### src/pfc_pkg.sv
// Shared types for the pixel format converter.
// Holds the source format codes, the pixel kind encoding and the queue entry type.
// No dependencies.
`default_nettype none

package pfc_pkg;

	localparam int unsigned FMT_W       = 5;
	localparam int unsigned NUM_FORMATS = 21;

	localparam logic [FMT_W-1:0] FMT_GRAY8     = 5'd0;
	localparam logic [FMT_W-1:0] FMT_BGR_FIRST = 5'd1;
	localparam logic [FMT_W-1:0] FMT_BGR_LAST  = 5'd10;
	localparam logic [FMT_W-1:0] FMT_RGB_FIRST = 5'd11;
	localparam logic [FMT_W-1:0] FMT_RGB_LAST  = 5'd20;
	localparam logic [FMT_W-1:0] FMT_RESET     = 5'd7;

	localparam logic [7:0] ALPHA_OPAQUE = 8'hFF;

	typedef enum logic [3:0] {
		K_555X  = 4'd0,
		K_565   = 4'd1,
		K_888   = 4'd2,
		K_888X  = 4'd3,
		K_4444  = 4'd4,
		K_5551  = 4'd5,
		K_8888  = 4'd6,
		K_N4444 = 4'd7,
		K_N5551 = 4'd8,
		K_N8888 = 4'd9,
		K_GRAY  = 4'd10
	} kind_t;

	// one gathered pixel on its way to the unpacker
	typedef struct packed {
		kind_t       kind;
		logic        rgb_order;
		logic [31:0] word;
	} item_t;

	typedef struct packed {
		logic full;
		logic empty;
	} fifo_status_t;

endpackage

`default_nettype wire

### src/pixel_format_to_rgba8888_top.sv
// A pixel's last byte completes its queue entry, which then moves into the output register behind pixel_valid.
// Takes one byte per cycle while not stalled; a pixel is 1, 2, 3 or 4 bytes by format.
// The front end stalls only when the FIFO_DEPTH-entry queue is full.
// Reset (arst_n low): format 7 (BGRA8888), gather state, queue and output valid cleared.
// cfg_ready is high while no pixel is queued or waiting at the output.
// Depends on pfc_pkg, pfc_front, pfc_fifo, pfc_back.
`default_nettype none

module pixel_format_to_rgba8888_top #(
	parameter int unsigned FIFO_DEPTH = 2
) (
	input  wire logic       clk,
	input  wire logic       arst_n,
	input  wire logic       cfg_valid,
	output logic            cfg_ready,
	input  wire logic [4:0] pixel_format,
	input  wire logic       data_valid,
	output logic            data_stall,
	input  wire logic [7:0] data_byte,
	output logic            pixel_valid,
	input  wire logic       pixel_stall,
	output logic [7:0]      red,
	output logic [7:0]      green,
	output logic [7:0]      blue,
	output logic [7:0]      alpha
);
	import pfc_pkg::*;

	fifo_status_t q_status;
	item_t        push_item;
	item_t        head;
	logic         push;
	logic         pop;
	logic         cfg_we;

	assign cfg_ready = q_status.empty && !pixel_valid;
	assign cfg_we    = cfg_valid && cfg_ready;

	pfc_front u_front (
		.clk          (clk),
		.arst_n       (arst_n),
		.cfg_we       (cfg_we),
		.pixel_format (pixel_format),
		.data_valid   (data_valid),
		.data_byte    (data_byte),
		.data_stall   (data_stall),
		.q_status     (q_status),
		.push         (push),
		.item         (push_item)
	);

	pfc_fifo #(
		.DEPTH (FIFO_DEPTH)
	) u_fifo (
		.clk       (clk),
		.arst_n    (arst_n),
		.push      (push),
		.push_item (push_item),
		.pop       (pop),
		.head      (head),
		.status    (q_status)
	);

	pfc_back u_back (
		.clk         (clk),
		.arst_n      (arst_n),
		.q_status    (q_status),
		.q_item      (head),
		.pop         (pop),
		.red         (red),
		.green       (green),
		.blue        (blue),
		.alpha       (alpha),
		.pixel_valid (pixel_valid),
		.pixel_stall (pixel_stall)
	);

endmodule

`default_nettype wire

### src/pfc_front.sv
// Front end: format register, byte gathering and pixel classification.
// Pushes one item_t per completed pixel into the queue.
// Depends on pfc_pkg.
`default_nettype none

module pfc_front (
	input  wire logic                      clk,
	input  wire logic                      arst_n,
	input  wire logic                      cfg_we,
	input  wire logic [4:0]                pixel_format,
	input  wire logic                      data_valid,
	input  wire logic [7:0]                data_byte,
	output logic                           data_stall,
	input  wire pfc_pkg::fifo_status_t     q_status,
	output logic                           push,
	output pfc_pkg::item_t                 item
);
	import pfc_pkg::*;

	logic [FMT_W-1:0] fmt_q;
	logic [23:0]      gathered_q;
	logic [1:0]       pos_q;

	kind_t       kind;
	logic        rgb_order;
	logic        fmt_ok;
	logic [2:0]  nbytes;
	logic        accept;
	logic        last;
	logic [31:0] word;

	always_comb begin
		kind      = K_GRAY;
		rgb_order = 1'b0;
		fmt_ok    = 1'b1;
		if (fmt_q == FMT_GRAY8) begin
			kind = K_GRAY;
		end else if (fmt_q <= FMT_BGR_LAST) begin
			kind = kind_t'(4'(fmt_q - FMT_BGR_FIRST));
		end else if (fmt_q <= FMT_RGB_LAST) begin
			kind      = kind_t'(4'(fmt_q - FMT_RGB_FIRST));
			rgb_order = 1'b1;
		end else begin
			fmt_ok = 1'b0;
		end
	end

	always_comb begin
		unique case (kind)
			K_GRAY:                  nbytes = 3'd1;
			K_888:                   nbytes = 3'd3;
			K_888X, K_8888, K_N8888: nbytes = 3'd4;
			default:                 nbytes = 3'd2;
		endcase
		if (!fmt_ok) begin
			nbytes = 3'd0;
		end
	end

	assign data_stall = q_status.full;
	assign accept     = data_valid && !data_stall;
	assign last       = ({1'b0, pos_q} + 3'd1) >= nbytes;
	assign word       = {8'd0, gathered_q} | ({24'd0, data_byte} << {pos_q, 3'b000});

	assign push           = accept && fmt_ok && last;
	assign item.kind      = kind;
	assign item.rgb_order = rgb_order;
	assign item.word      = word;

	always_ff @(posedge clk or negedge arst_n) begin
		if (!arst_n) begin
			fmt_q      <= FMT_RESET;
			gathered_q <= '0;
			pos_q      <= '0;
		end else if (cfg_we) begin
			fmt_q      <= pixel_format;
			gathered_q <= '0;
			pos_q      <= '0;
		end else if (accept) begin
			if (!fmt_ok || last) begin
				gathered_q <= '0;
				pos_q      <= '0;
			end else begin
				gathered_q <= word[23:0];
				pos_q      <= pos_q + 2'd1;
			end
		end
	end

`ifndef ASSERT_OFF
	a_unknown_idle: assert property (@(posedge clk) disable iff (!arst_n)
		!fmt_ok |-> (pos_q == 2'd0 && gathered_q == 24'd0))
		else $error("gather state not clear for unknown format");
	a_pos_bound: assert property (@(posedge clk) disable iff (!arst_n)
		fmt_ok |-> ({1'b0, pos_q} < nbytes))
		else $error("byte position past pixel size");
`endif

endmodule

`default_nettype wire

### src/pfc_fifo.sv
// Small queue between the gathering front end and the unpacking back end.
// Register array with read and write pointers and an occupancy count.
// Depends on pfc_pkg.
`default_nettype none

module pfc_fifo #(
	parameter int unsigned DEPTH = 2
) (
	input  wire logic                  clk,
	input  wire logic                  arst_n,
	input  wire logic                  push,
	input  wire pfc_pkg::item_t        push_item,
	input  wire logic                  pop,
	output pfc_pkg::item_t             head,
	output pfc_pkg::fifo_status_t      status
);
	import pfc_pkg::*;

	localparam int unsigned PTR_W = $clog2(DEPTH);
	localparam int unsigned CNT_W = $clog2(DEPTH + 1);

	item_t            mem_q [DEPTH];
	logic [PTR_W-1:0] wr_ptr_q;
	logic [PTR_W-1:0] rd_ptr_q;
	logic [CNT_W-1:0] count_q;

	assign status.full  = (count_q == CNT_W'(DEPTH));
	assign status.empty = (count_q == '0);
	assign head         = mem_q[rd_ptr_q];

	always_ff @(posedge clk) begin
		if (push) begin
			mem_q[wr_ptr_q] <= push_item;
		end
	end

	always_ff @(posedge clk or negedge arst_n) begin
		if (!arst_n) begin
			wr_ptr_q <= '0;
			rd_ptr_q <= '0;
			count_q  <= '0;
		end else begin
			if (push) begin
				wr_ptr_q <= (wr_ptr_q == PTR_W'(DEPTH - 1)) ? '0 : wr_ptr_q + 1'b1;
			end
			if (pop) begin
				rd_ptr_q <= (rd_ptr_q == PTR_W'(DEPTH - 1)) ? '0 : rd_ptr_q + 1'b1;
			end
			if (push && !pop) begin
				count_q <= count_q + 1'b1;
			end else if (pop && !push) begin
				count_q <= count_q - 1'b1;
			end
		end
	end

`ifndef ASSERT_OFF
	a_no_overflow: assert property (@(posedge clk) disable iff (!arst_n)
		push |-> !status.full)
		else $error("push into full queue");
	a_no_underflow: assert property (@(posedge clk) disable iff (!arst_n)
		pop |-> !status.empty)
		else $error("pop from empty queue");
	a_count_bound: assert property (@(posedge clk) disable iff (!arst_n)
		count_q <= CNT_W'(DEPTH))
		else $error("queue count out of range");
`endif

endmodule

`default_nettype wire

### src/pfc_back.sv
// Back end: unpacks a gathered pixel into 8-bit RGBA and holds it in the output register.
// Pops the queue whenever the output register is free or being drained.
// Depends on pfc_pkg.
`default_nettype none

module pfc_back (
	input  wire logic                  clk,
	input  wire logic                  arst_n,
	input  wire pfc_pkg::fifo_status_t q_status,
	input  wire pfc_pkg::item_t        q_item,
	output logic                       pop,
	output logic [7:0]                 red,
	output logic [7:0]                 green,
	output logic [7:0]                 blue,
	output logic [7:0]                 alpha,
	output logic                       pixel_valid,
	input  wire logic                  pixel_stall
);
	import pfc_pkg::*;

	logic [31:0] w;
	logic [7:0]  lo, g, hi, a;
	logic        valid_q;

	assign w = q_item.word;

	always_comb begin
		lo = w[7:0];
		g  = w[15:8];
		hi = w[23:16];
		a  = ALPHA_OPAQUE;
		unique case (q_item.kind)
			K_555X, K_5551, K_N5551: begin
				lo = {w[4:0], 3'b000};
				g  = {w[9:5], 3'b000};
				hi = {w[14:10], 3'b000};
				if (q_item.kind == K_5551) begin
					a = w[15] ? ALPHA_OPAQUE : 8'h00;
				end else if (q_item.kind == K_N5551) begin
					a = w[15] ? 8'h00 : ALPHA_OPAQUE;
				end
			end
			K_565: begin
				lo = {w[4:0], 3'b000};
				g  = {w[10:5], 2'b00};
				hi = {w[15:11], 3'b000};
			end
			K_4444, K_N4444: begin
				lo = {w[3:0], 4'h0};
				g  = {w[7:4], 4'h0};
				hi = {w[11:8], 4'h0};
				a  = {w[15:12], 4'h0};
				if (q_item.kind == K_N4444) begin
					a = a ^ ALPHA_OPAQUE;
				end
			end
			K_8888:  a = w[31:24];
			K_N8888: a = w[31:24] ^ ALPHA_OPAQUE;
			K_GRAY: begin
				g  = w[7:0];
				hi = w[7:0];
			end
			default: a = ALPHA_OPAQUE;
		endcase
	end

	assign pop         = !q_status.empty && (!valid_q || !pixel_stall);
	assign pixel_valid = valid_q;

	always_ff @(posedge clk or negedge arst_n) begin
		if (!arst_n) begin
			valid_q <= 1'b0;
		end else if (!valid_q || !pixel_stall) begin
			valid_q <= !q_status.empty;
		end
	end

	always_ff @(posedge clk) begin
		if (pop) begin
			green <= g;
			alpha <= a;
			if (q_item.rgb_order) begin
				red  <= lo;
				blue <= hi;
			end else begin
				red  <= hi;
				blue <= lo;
			end
		end
	end

endmodule

`default_nettype wire

### config.mk
export PLATFORM = sky130hd
export DESIGN_NAME = pixel_format_to_rgba8888_top
export DESIGN_NICKNAME = d
export VERILOG_FILES = /design/src/pfc_pkg.sv /design/src/pixel_format_to_rgba8888_top.sv /design/src/pfc_front.sv /design/src/pfc_fifo.sv /design/src/pfc_back.sv
export SDC_FILE = /design/constraint.sdc
export NUM_CORES = 1
export LEC_CHECK = 0
export ABC_AREA = 1
export CAP_MARGIN = 20
export CORE_ASPECT_RATIO = 1.2
export CORE_MARGIN = 8
export CORE_UTILIZATION = 44
export CTS_BUF_LIST = sky130_fd_sc_hd__clkbuf_16
export CTS_CLUSTER_DIAMETER = 100
export DETAILED_ROUTE_END_ITERATION = 16
export DONT_BUFFER_PORTS = 1
export PLACE_DENSITY = 0.71
export SYNTH_ARGS = -nofsm -noshare
export SYNTH_HDL_FRONTEND = slang
export SYNTH_SLANG_ARGS = --single-unit
### constraint.sdc
create_clock -name clk -period 4.3 [get_ports clk]
set_clock_uncertainty 0.2 [all_clocks]
set_input_delay 0.86 -clock clk [delete_from_list [all_inputs] [get_ports clk]]
set_output_delay 0.86 -clock clk [all_outputs]
set_load 0.1 [all_outputs]
After elaboration in Yosys (flattened, before gate mapping):

Memories as Yosys holds them, arrays and structs flattened.
Cells that the tools add are included.

* magnitude comparators: 3
* eq/ne operators: 14
* $add $sub $neg: 8
* reduce and logical (&&, ||, !) cells: 26
* muxes and demuxes: 33
* bitwise operators: 3
* shift-type cells: 1

Operators with widths (count)
* 8-bit one-hot mux with 4 select lines: 3
* 24-bit 2-to-1 mux: 3
* 8-bit 2-to-1 mux: 7
* 24-bit by 32-bit bitwise OR with 32-bit output: 1
* 8-bit by 5-bit << shifter with 32-bit output: 1
* 4-bit by 3-bit equality test with 1-bit output (second input constant): 5
* 4-bit equality test (second input constant): 5
* 8-bit NOT: 2
* 8-bit one-hot mux with 2 select lines: 1
* 4-bit 2-to-1 mux: 3
* 2-bit 2-to-1 mux: 5
* 1-bit 2-to-1 mux: 9
* 3-bit one-hot mux with 3 select lines: 1
* 4-bit by 2-bit equality test with 1-bit output (second input constant): 2
* 1-bit logical AND: 8
* 1-bit logical NOT: 7
* 3-bit OR reduction: 2
* 5-bit by 4-bit <= comparator with 1-bit output (second input constant): 1
* 5-bit <= comparator (second input constant): 1
* 5-bit logical NOT: 1
* 2-bit by 1-bit adder with 2-bit output (second input constant): 2
* 4-bit by 1-bit equality test with 1-bit output (second input constant): 1
* 4-bit logical NOT: 1
* 2-bit nonzero test: 2
* other kinds (12): 14

* output and inout bits: 35
* flip-flop bits (word level): 68
* memory bits (writable): 74
* logic and storage cells: 100
* input port bits: 18
* memories kept: 1

Memory list
* u_fifo.mem_q: words 2, bits a word 37, read ports 1, clocked after Yosys merged registers in 0, wr ports 1, line pfc_fifo.sv:22 `item_t mem_q [DEPTH];`

Depth between registers and ports, before layout:

* word-level depth: 14
* gate-level depth with buffers: 22
* gate-level depth less buffers: 22

Cells and area by module:

From an unflattened synthesis, not the netlist that was laid out.

* cell total of the unflattened synthesis: 670
* area, all modules: 7223.2 um^2

By module, submodules not included
* pfc_fifo: sequential area each 2322.2 um^2, cells each 140, area each 2959.1 um^2, times used 1
* pfc_back: sequential area each 985.9 um^2, cells each 272, area each 2167.1 um^2, times used 1
* pfc_front: sequential area each 779.5 um^2, cells each 253, area each 2073.2 um^2, times used 1
* pixel_format_to_rgba8888_top: sequential area each 0.0 um^2, cells each 5, area each 23.8 um^2, times used 1

Least setup slack after synthesis:

OpenSTA, ideal clock, no wires.

* path kind: register to register
* start: register u_front.fmt_q[0]
* end: memory u_fifo.mem_q[1][0] (netlist bit), enable pin
* path buffers: 0
* clock period less this slack: 4530 ps
* arrival time: 3898 ps
* path slack: -230 ps
* cell stages (with the launch flop): 19
* library setup time: 433 ps
* path through: dfstp_2 inv_1 ha_1 inv_1 nand2_1 nand2_1 nand2_1 nand2_1 nand2_1 nand2_1 nor2_1 nor2_1 nand2_1 and2_1 ha_1 nand2_1 o211ai_1 nand2_1 nor2_1

RTL lines
* from (decl): line pfc_front.sv:20 `logic [FMT_W-1:0] fmt_q;`
* from (signal assigned): line pfc_front.sv:76 `fmt_q <= pixel_format;`
* to (decl): line pfc_fifo.sv:22

==> flow_results.xml <==
<?xml version="1.0" encoding="UTF-8"?>
<metrics>
  <group name="yosys">
    <metric name="synth_cell_types" unit="">41</metric>
    <metric name="synth.cell_area" unit="sq um">7060</metric>
    <metric name="ys_top_cells_by_count" unit="">sky130_fd_sc_hd__nand2_1, sky130_fd_sc_hd__edfxtp_1, sky130_fd_sc_hd__inv_1</metric>
    <metric name="synth_seq_cells" unit="">142</metric>
    <metric name="syn-instance-count" unit="">755</metric>
    <metric name="synth.top_cells.by_area" unit="">sky130_fd_sc_hd__edfxtp_1, sky130_fd_sc_hd__nand2_1, sky130_fd_sc_hd__dfrtp_1</metric>
    <metric name="synth-main-ff-cell" unit="">sky130_fd_sc_hd__edfxtp_1</metric>
    <metric name="synth_area_per_cell" unit="sq um">9.35</metric>
    <metric name="synthArstFlopShare" unit="%">25.4</metric>
    <metric name="netlist.top_cell.by_area" unit="">sky130_fd_sc_hd__edfxtp_1</metric>
    <metric name="leading_cell_type_by_number_of_instances_after_synthesis" unit="">sky130_fd_sc_hd__nand2_1</metric>
    <metric name="synth_fp_nets" unit="">780</metric>
    <metric name="synth-edff-count" unit="">106</metric>
    <metric name="yosysSeqAreaShare" unit="%">57.9</metric>
    <metric name="synth.top_cell.area_share" unit="%">45.1</metric>
    <metric name="yosys_warnings" unit="">0</metric>
  </group>
  <group name="setup_path">
    <metric name="worst_ep_required_time" unit="ns">4.16</metric>
    <metric name="worst_r2r_path_depth" unit="">19</metric>
    <metric name="worst-endpoint-arrival" unit="ns">3.52</metric>
    <metric name="crit_path_max_fanout" unit="">37</metric>
    <metric name="critical_path.endpoint_type" unit="">flop</metric>
    <metric name="crit-reg2reg-capture" unit="">u_fifo.mem_q[1][18]</metric>
    <metric name="worst-r2r-setup-slack" unit="ns">0.64</metric>
    <metric name="critPathLaunchType" unit="">flop</metric>
    <metric name="timing.setup.critical_path_class" unit="">reg2reg</metric>
    <metric name="r2r_start" unit="">u_front.fmt_q[0]</metric>
  </group>
  <group name="placement">
    <metric name="dp.final_hpwl" unit="um">10300</metric>
    <metric name="place.gp.congestion" unit="">0.852</metric>
    <metric name="io_buffers" unit="">0</metric>
  </group>
  <group name="drt">
    <metric name="vias_cell" unit="">5.08</metric>
    <metric name="final_antenna_net_count" unit="">0</metric>
    <metric name="drt_pre_antenna_iters" unit="">5</metric>
    <metric name="drt_first_iter_violations" unit="">389</metric>
    <metric name="remaining_drc_errors" unit="">0</metric>
    <metric name="routedWlPerCell" unit="um">14.8</metric>
    <metric name="detailroute.via_count" unit="">4978</metric>
    <metric name="finalWirelength" unit="um">14500</metric>
  </group>
  <group name="cts">
    <metric name="cts_buffers" unit="">17</metric>
    <metric name="cts-hold-fix-buffers" unit="">1</metric>
    <metric name="clock_sinks" unit="">142</metric>
    <metric name="htreeDepth" unit="">4</metric>
    <metric name="clock_insertion_delay_worst_skew" unit="ns">0.42</metric>
    <metric name="cts_tree" unit="">built</metric>
    <metric name="cts.root.buffer_cell" unit="">sky130_fd_sc_hd__clkbuf_16</metric>
    <metric name="postCtsSetupRepairBufs" unit="">0</metric>
    <metric name="ctsLongestPathBuffers" unit="">2</metric>
    <metric name="postCtsResizedCells" unit="">0</metric>
    <metric name="clk_transition_reported_paths" unit="ns">0.06</metric>
  </group>
  <group name="global_routing">
    <metric name="grt_max_degree" unit="">38</metric>
    <metric name="grt_first_pass_wirelength" unit="um">23900</metric>
    <metric name="antenna_found_initial" unit="">0</metric>
    <metric name="overflow" unit="">0</metric>
    <metric name="vias_in_the_first_global_route" unit="">4693</metric>
    <metric name="grt_util_all_layers" unit="%">14.7</metric>
  </group>
  <group name="finish">
    <metric name="antenna_cells" unit="">0</metric>
    <metric name="fillCellCount" unit="">1407</metric>
    <metric name="synthToLayoutAreaGrowth" unit="%">12.3</metric>
    <metric name="finalNetCount" unit="">783</metric>
    <metric name="layout-drive-gt1-share" unit="%">12.2</metric>
  </group>
  <group name="job">
    <metric name="max-cap-violations" unit="">0</metric>
  </group>
  <group name="floorplan">
    <metric name="die_h" unit="um">155</metric>
    <metric name="initial_standard_cell_utilization_of_the_core" unit="%">45.1</metric>
    <metric name="design.die.area" unit="sq um">20400</metric>
    <metric name="core_region_area" unit="sq um">15600</metric>
    <metric name="die_x" unit="um">132</metric>
    <metric name="io-pin-count" unit="">53</metric>
    <metric name="floorplan.rows" unit="">50</metric>
  </group>
  <group name="sta">
    <metric name="finalCriticalPeriod" unit="ns">3.66</metric>
    <metric name="setup-violations-final" unit="">0</metric>
    <metric name="drv_slew" unit="">0</metric>
    <metric name="worst-slew-pin-transition" unit="ns">1.12</metric>
    <metric name="timing.slew.headroom" unit="%">25.3</metric>
    <metric name="timing.fmax" unit="MHz">273</metric>
    <metric name="finalCritPeriodShare" unit="%">85.1</metric>
    <metric name="setup_tns" unit="ns">0</metric>
    <metric name="rsz0062_at_grt" unit="">false</metric>
    <metric name="report.final.hold_viol_count" unit="">0</metric>
  </group>
  <group name="worst_hold_path">
    <metric name="hold_path_class" unit="">in2async</metric>
  </group>
  <group name="run_status">
    <metric name="status" unit="">complete, no violations</metric>
  </group>
</metrics>
-- worst max-delay path, cell delays in order (launching register included) --
cell	delay [ns]
sky130_fd_sc_hd__dfstp_2	0.54
sky130_fd_sc_hd__inv_1	0.09
sky130_fd_sc_hd__ha_1	0.22
sky130_fd_sc_hd__inv_1	0.05
sky130_fd_sc_hd__nand2_1	0.06
sky130_fd_sc_hd__nand2_1	0.06
sky130_fd_sc_hd__nand2_1	0.12
sky130_fd_sc_hd__nand2_1	0.09
sky130_fd_sc_hd__nand2_1	0.05
sky130_fd_sc_hd__nand2_1	0.08
sky130_fd_sc_hd__nor2_1	0.09
sky130_fd_sc_hd__nor2_1	0.13
sky130_fd_sc_hd__nand2_1	0.08
sky130_fd_sc_hd__and2_1	0.16
sky130_fd_sc_hd__ha_1	0.30
sky130_fd_sc_hd__nand2_1	0.05
sky130_fd_sc_hd__o211ai_1	0.22
sky130_fd_sc_hd__nand2_1	0.15
sky130_fd_sc_hd__nor2_2	0.12
sky130_fd_sc_hd__buf_4	0.43
-- layout make-up --
class                           instances  area (sq um)  share of cell area [%]
Timing Repair Buffer                    9           120                    1.52
Clock buffer                           17           425                    5.37
Clock inverter                         15           219                    2.76
Sequential cell                       142          4090                    51.6
Multi-Input combinational cell        509          2510                    31.6
Tap cell                              208           260                    3.28
Inverter                               79           307                    3.87
-- routing by layer --
metal	GRT usage [%]	share of wire (%)	up-vias	wire length, um
met4	6.36	2.0	0	284
met1	18.0	45	2294	6570
met5	0	0	-	0
met3	5.09	6.2	20	900
li1	-	-	2509	-
met2	23.1	47	155	6770
-- logic make-up (layout without fill, tap and decap cells) --
group,count (synthesis),count (layout),synth area share [%]
AND/OR/NAND/NOR,400,400,26.0
flip-flops,142,142,57.9
buffers and inverters,104,120,6.68
AO/OA/AOI/OAI,98,98,7.64
adder cells (fa/ha/maj),7,7,1.24
XOR/XNOR,4,4,0.496
-- state kept, by name, summed over array words and instances (netlist names) --
register / cells
u_fifo.mem_q: 74
u_front.gathered_q: 24
u_back.alpha: 8
u_back.blue: 8
u_back.green: 8
u_back.red: 8
u_front.fmt_q: 5
u_fifo.count_q: 2
u_front.pos_q: 2
u_back.pixel_valid: 1
u_fifo.rd_ptr_q: 1
u_fifo.wr_ptr_q: 1
-- stage by stage --
step / hold WS [ns] / utilization (%) / instances / cell area, sq um / setup slack (ns)
6_report: 0.0632 / 50.7 / 979 / 7930 / 0.642
5_1_grt: 0.0577 / 50.7 / 979 / 7930 / 0.257
4_1_cts: 0.0546 / 50.3 / 977 / 7870 / 0.644
3_5_place_dp: 0.265 / 46.1 / 944 / 7210 / 0.668
3_3_place_gp: 0.264 / 46.1 / 944 / 7210 / 0.731
2_1_floorplan: 0.241 / - / 755 / 7070 / 0.372
-- worst max path at each step --
| stage | start | end | slack, ns | depth (start not counted) |
|---|---|---|---|---|
| global route | u_front.fmt_q[0] | u_fifo.mem_q[1][8] | 0.26 | 19 |
| finish | u_front.fmt_q[0] | u_fifo.mem_q[1][18] | 0.64 | 19 |
| CTS | u_front.fmt_q[0] | u_fifo.mem_q[1][18] | 0.64 | 19 |
| floorplan | u_front.fmt_q[0] | u_fifo.mem_q[1][0] | 0.37 | 18 |
| detailed placement | u_front.fmt_q[0] | u_fifo.mem_q[1][2] | 0.67 | 19 |
| global placement | u_front.fmt_q[0] | u_fifo.mem_q[1][2] | 0.73 | 19 |
-- cell usage in the layout, fill, tap and decap left out, types with 3 or more instances in the layout --
cell / n
sky130_fd_sc_hd__nand3_1: 32
sky130_fd_sc_hd__inv_1: 75
sky130_fd_sc_hd__or2_2: 5
sky130_fd_sc_hd__nor2_2: 7
sky130_fd_sc_hd__nand2_1: 262
sky130_fd_sc_hd__a22oi_1: 3
sky130_fd_sc_hd__a31oi_1: 8
sky130_fd_sc_hd__ha_1: 7
sky130_fd_sc_hd__o21ai_0: 48
sky130_fd_sc_hd__nor2_4: 4
sky130_fd_sc_hd__edfxtp_1: 106
sky130_fd_sc_hd__a21oi_1: 29
sky130_fd_sc_hd__dfstp_2: 3
sky130_fd_sc_hd__bufinv_16: 5
sky130_fd_sc_hd__clkinv_2: 3
sky130_fd_sc_hd__nand4_1: 22
sky130_fd_sc_hd__nor2_1: 37
sky130_fd_sc_hd__clkinv_4: 3
sky130_fd_sc_hd__dfrtp_1: 33
sky130_fd_sc_hd__clkbuf_16: 17
sky130_fd_sc_hd__buf_4: 6
sky130_fd_sc_hd__o211ai_1: 4
sky130_fd_sc_hd__nand2_2: 12
sky130_fd_sc_hd__nand2_4: 11
Power is left out: the tool's default activity adds up to more than one toggle a clock period on the data nets, which glitch-free logic cannot reach.
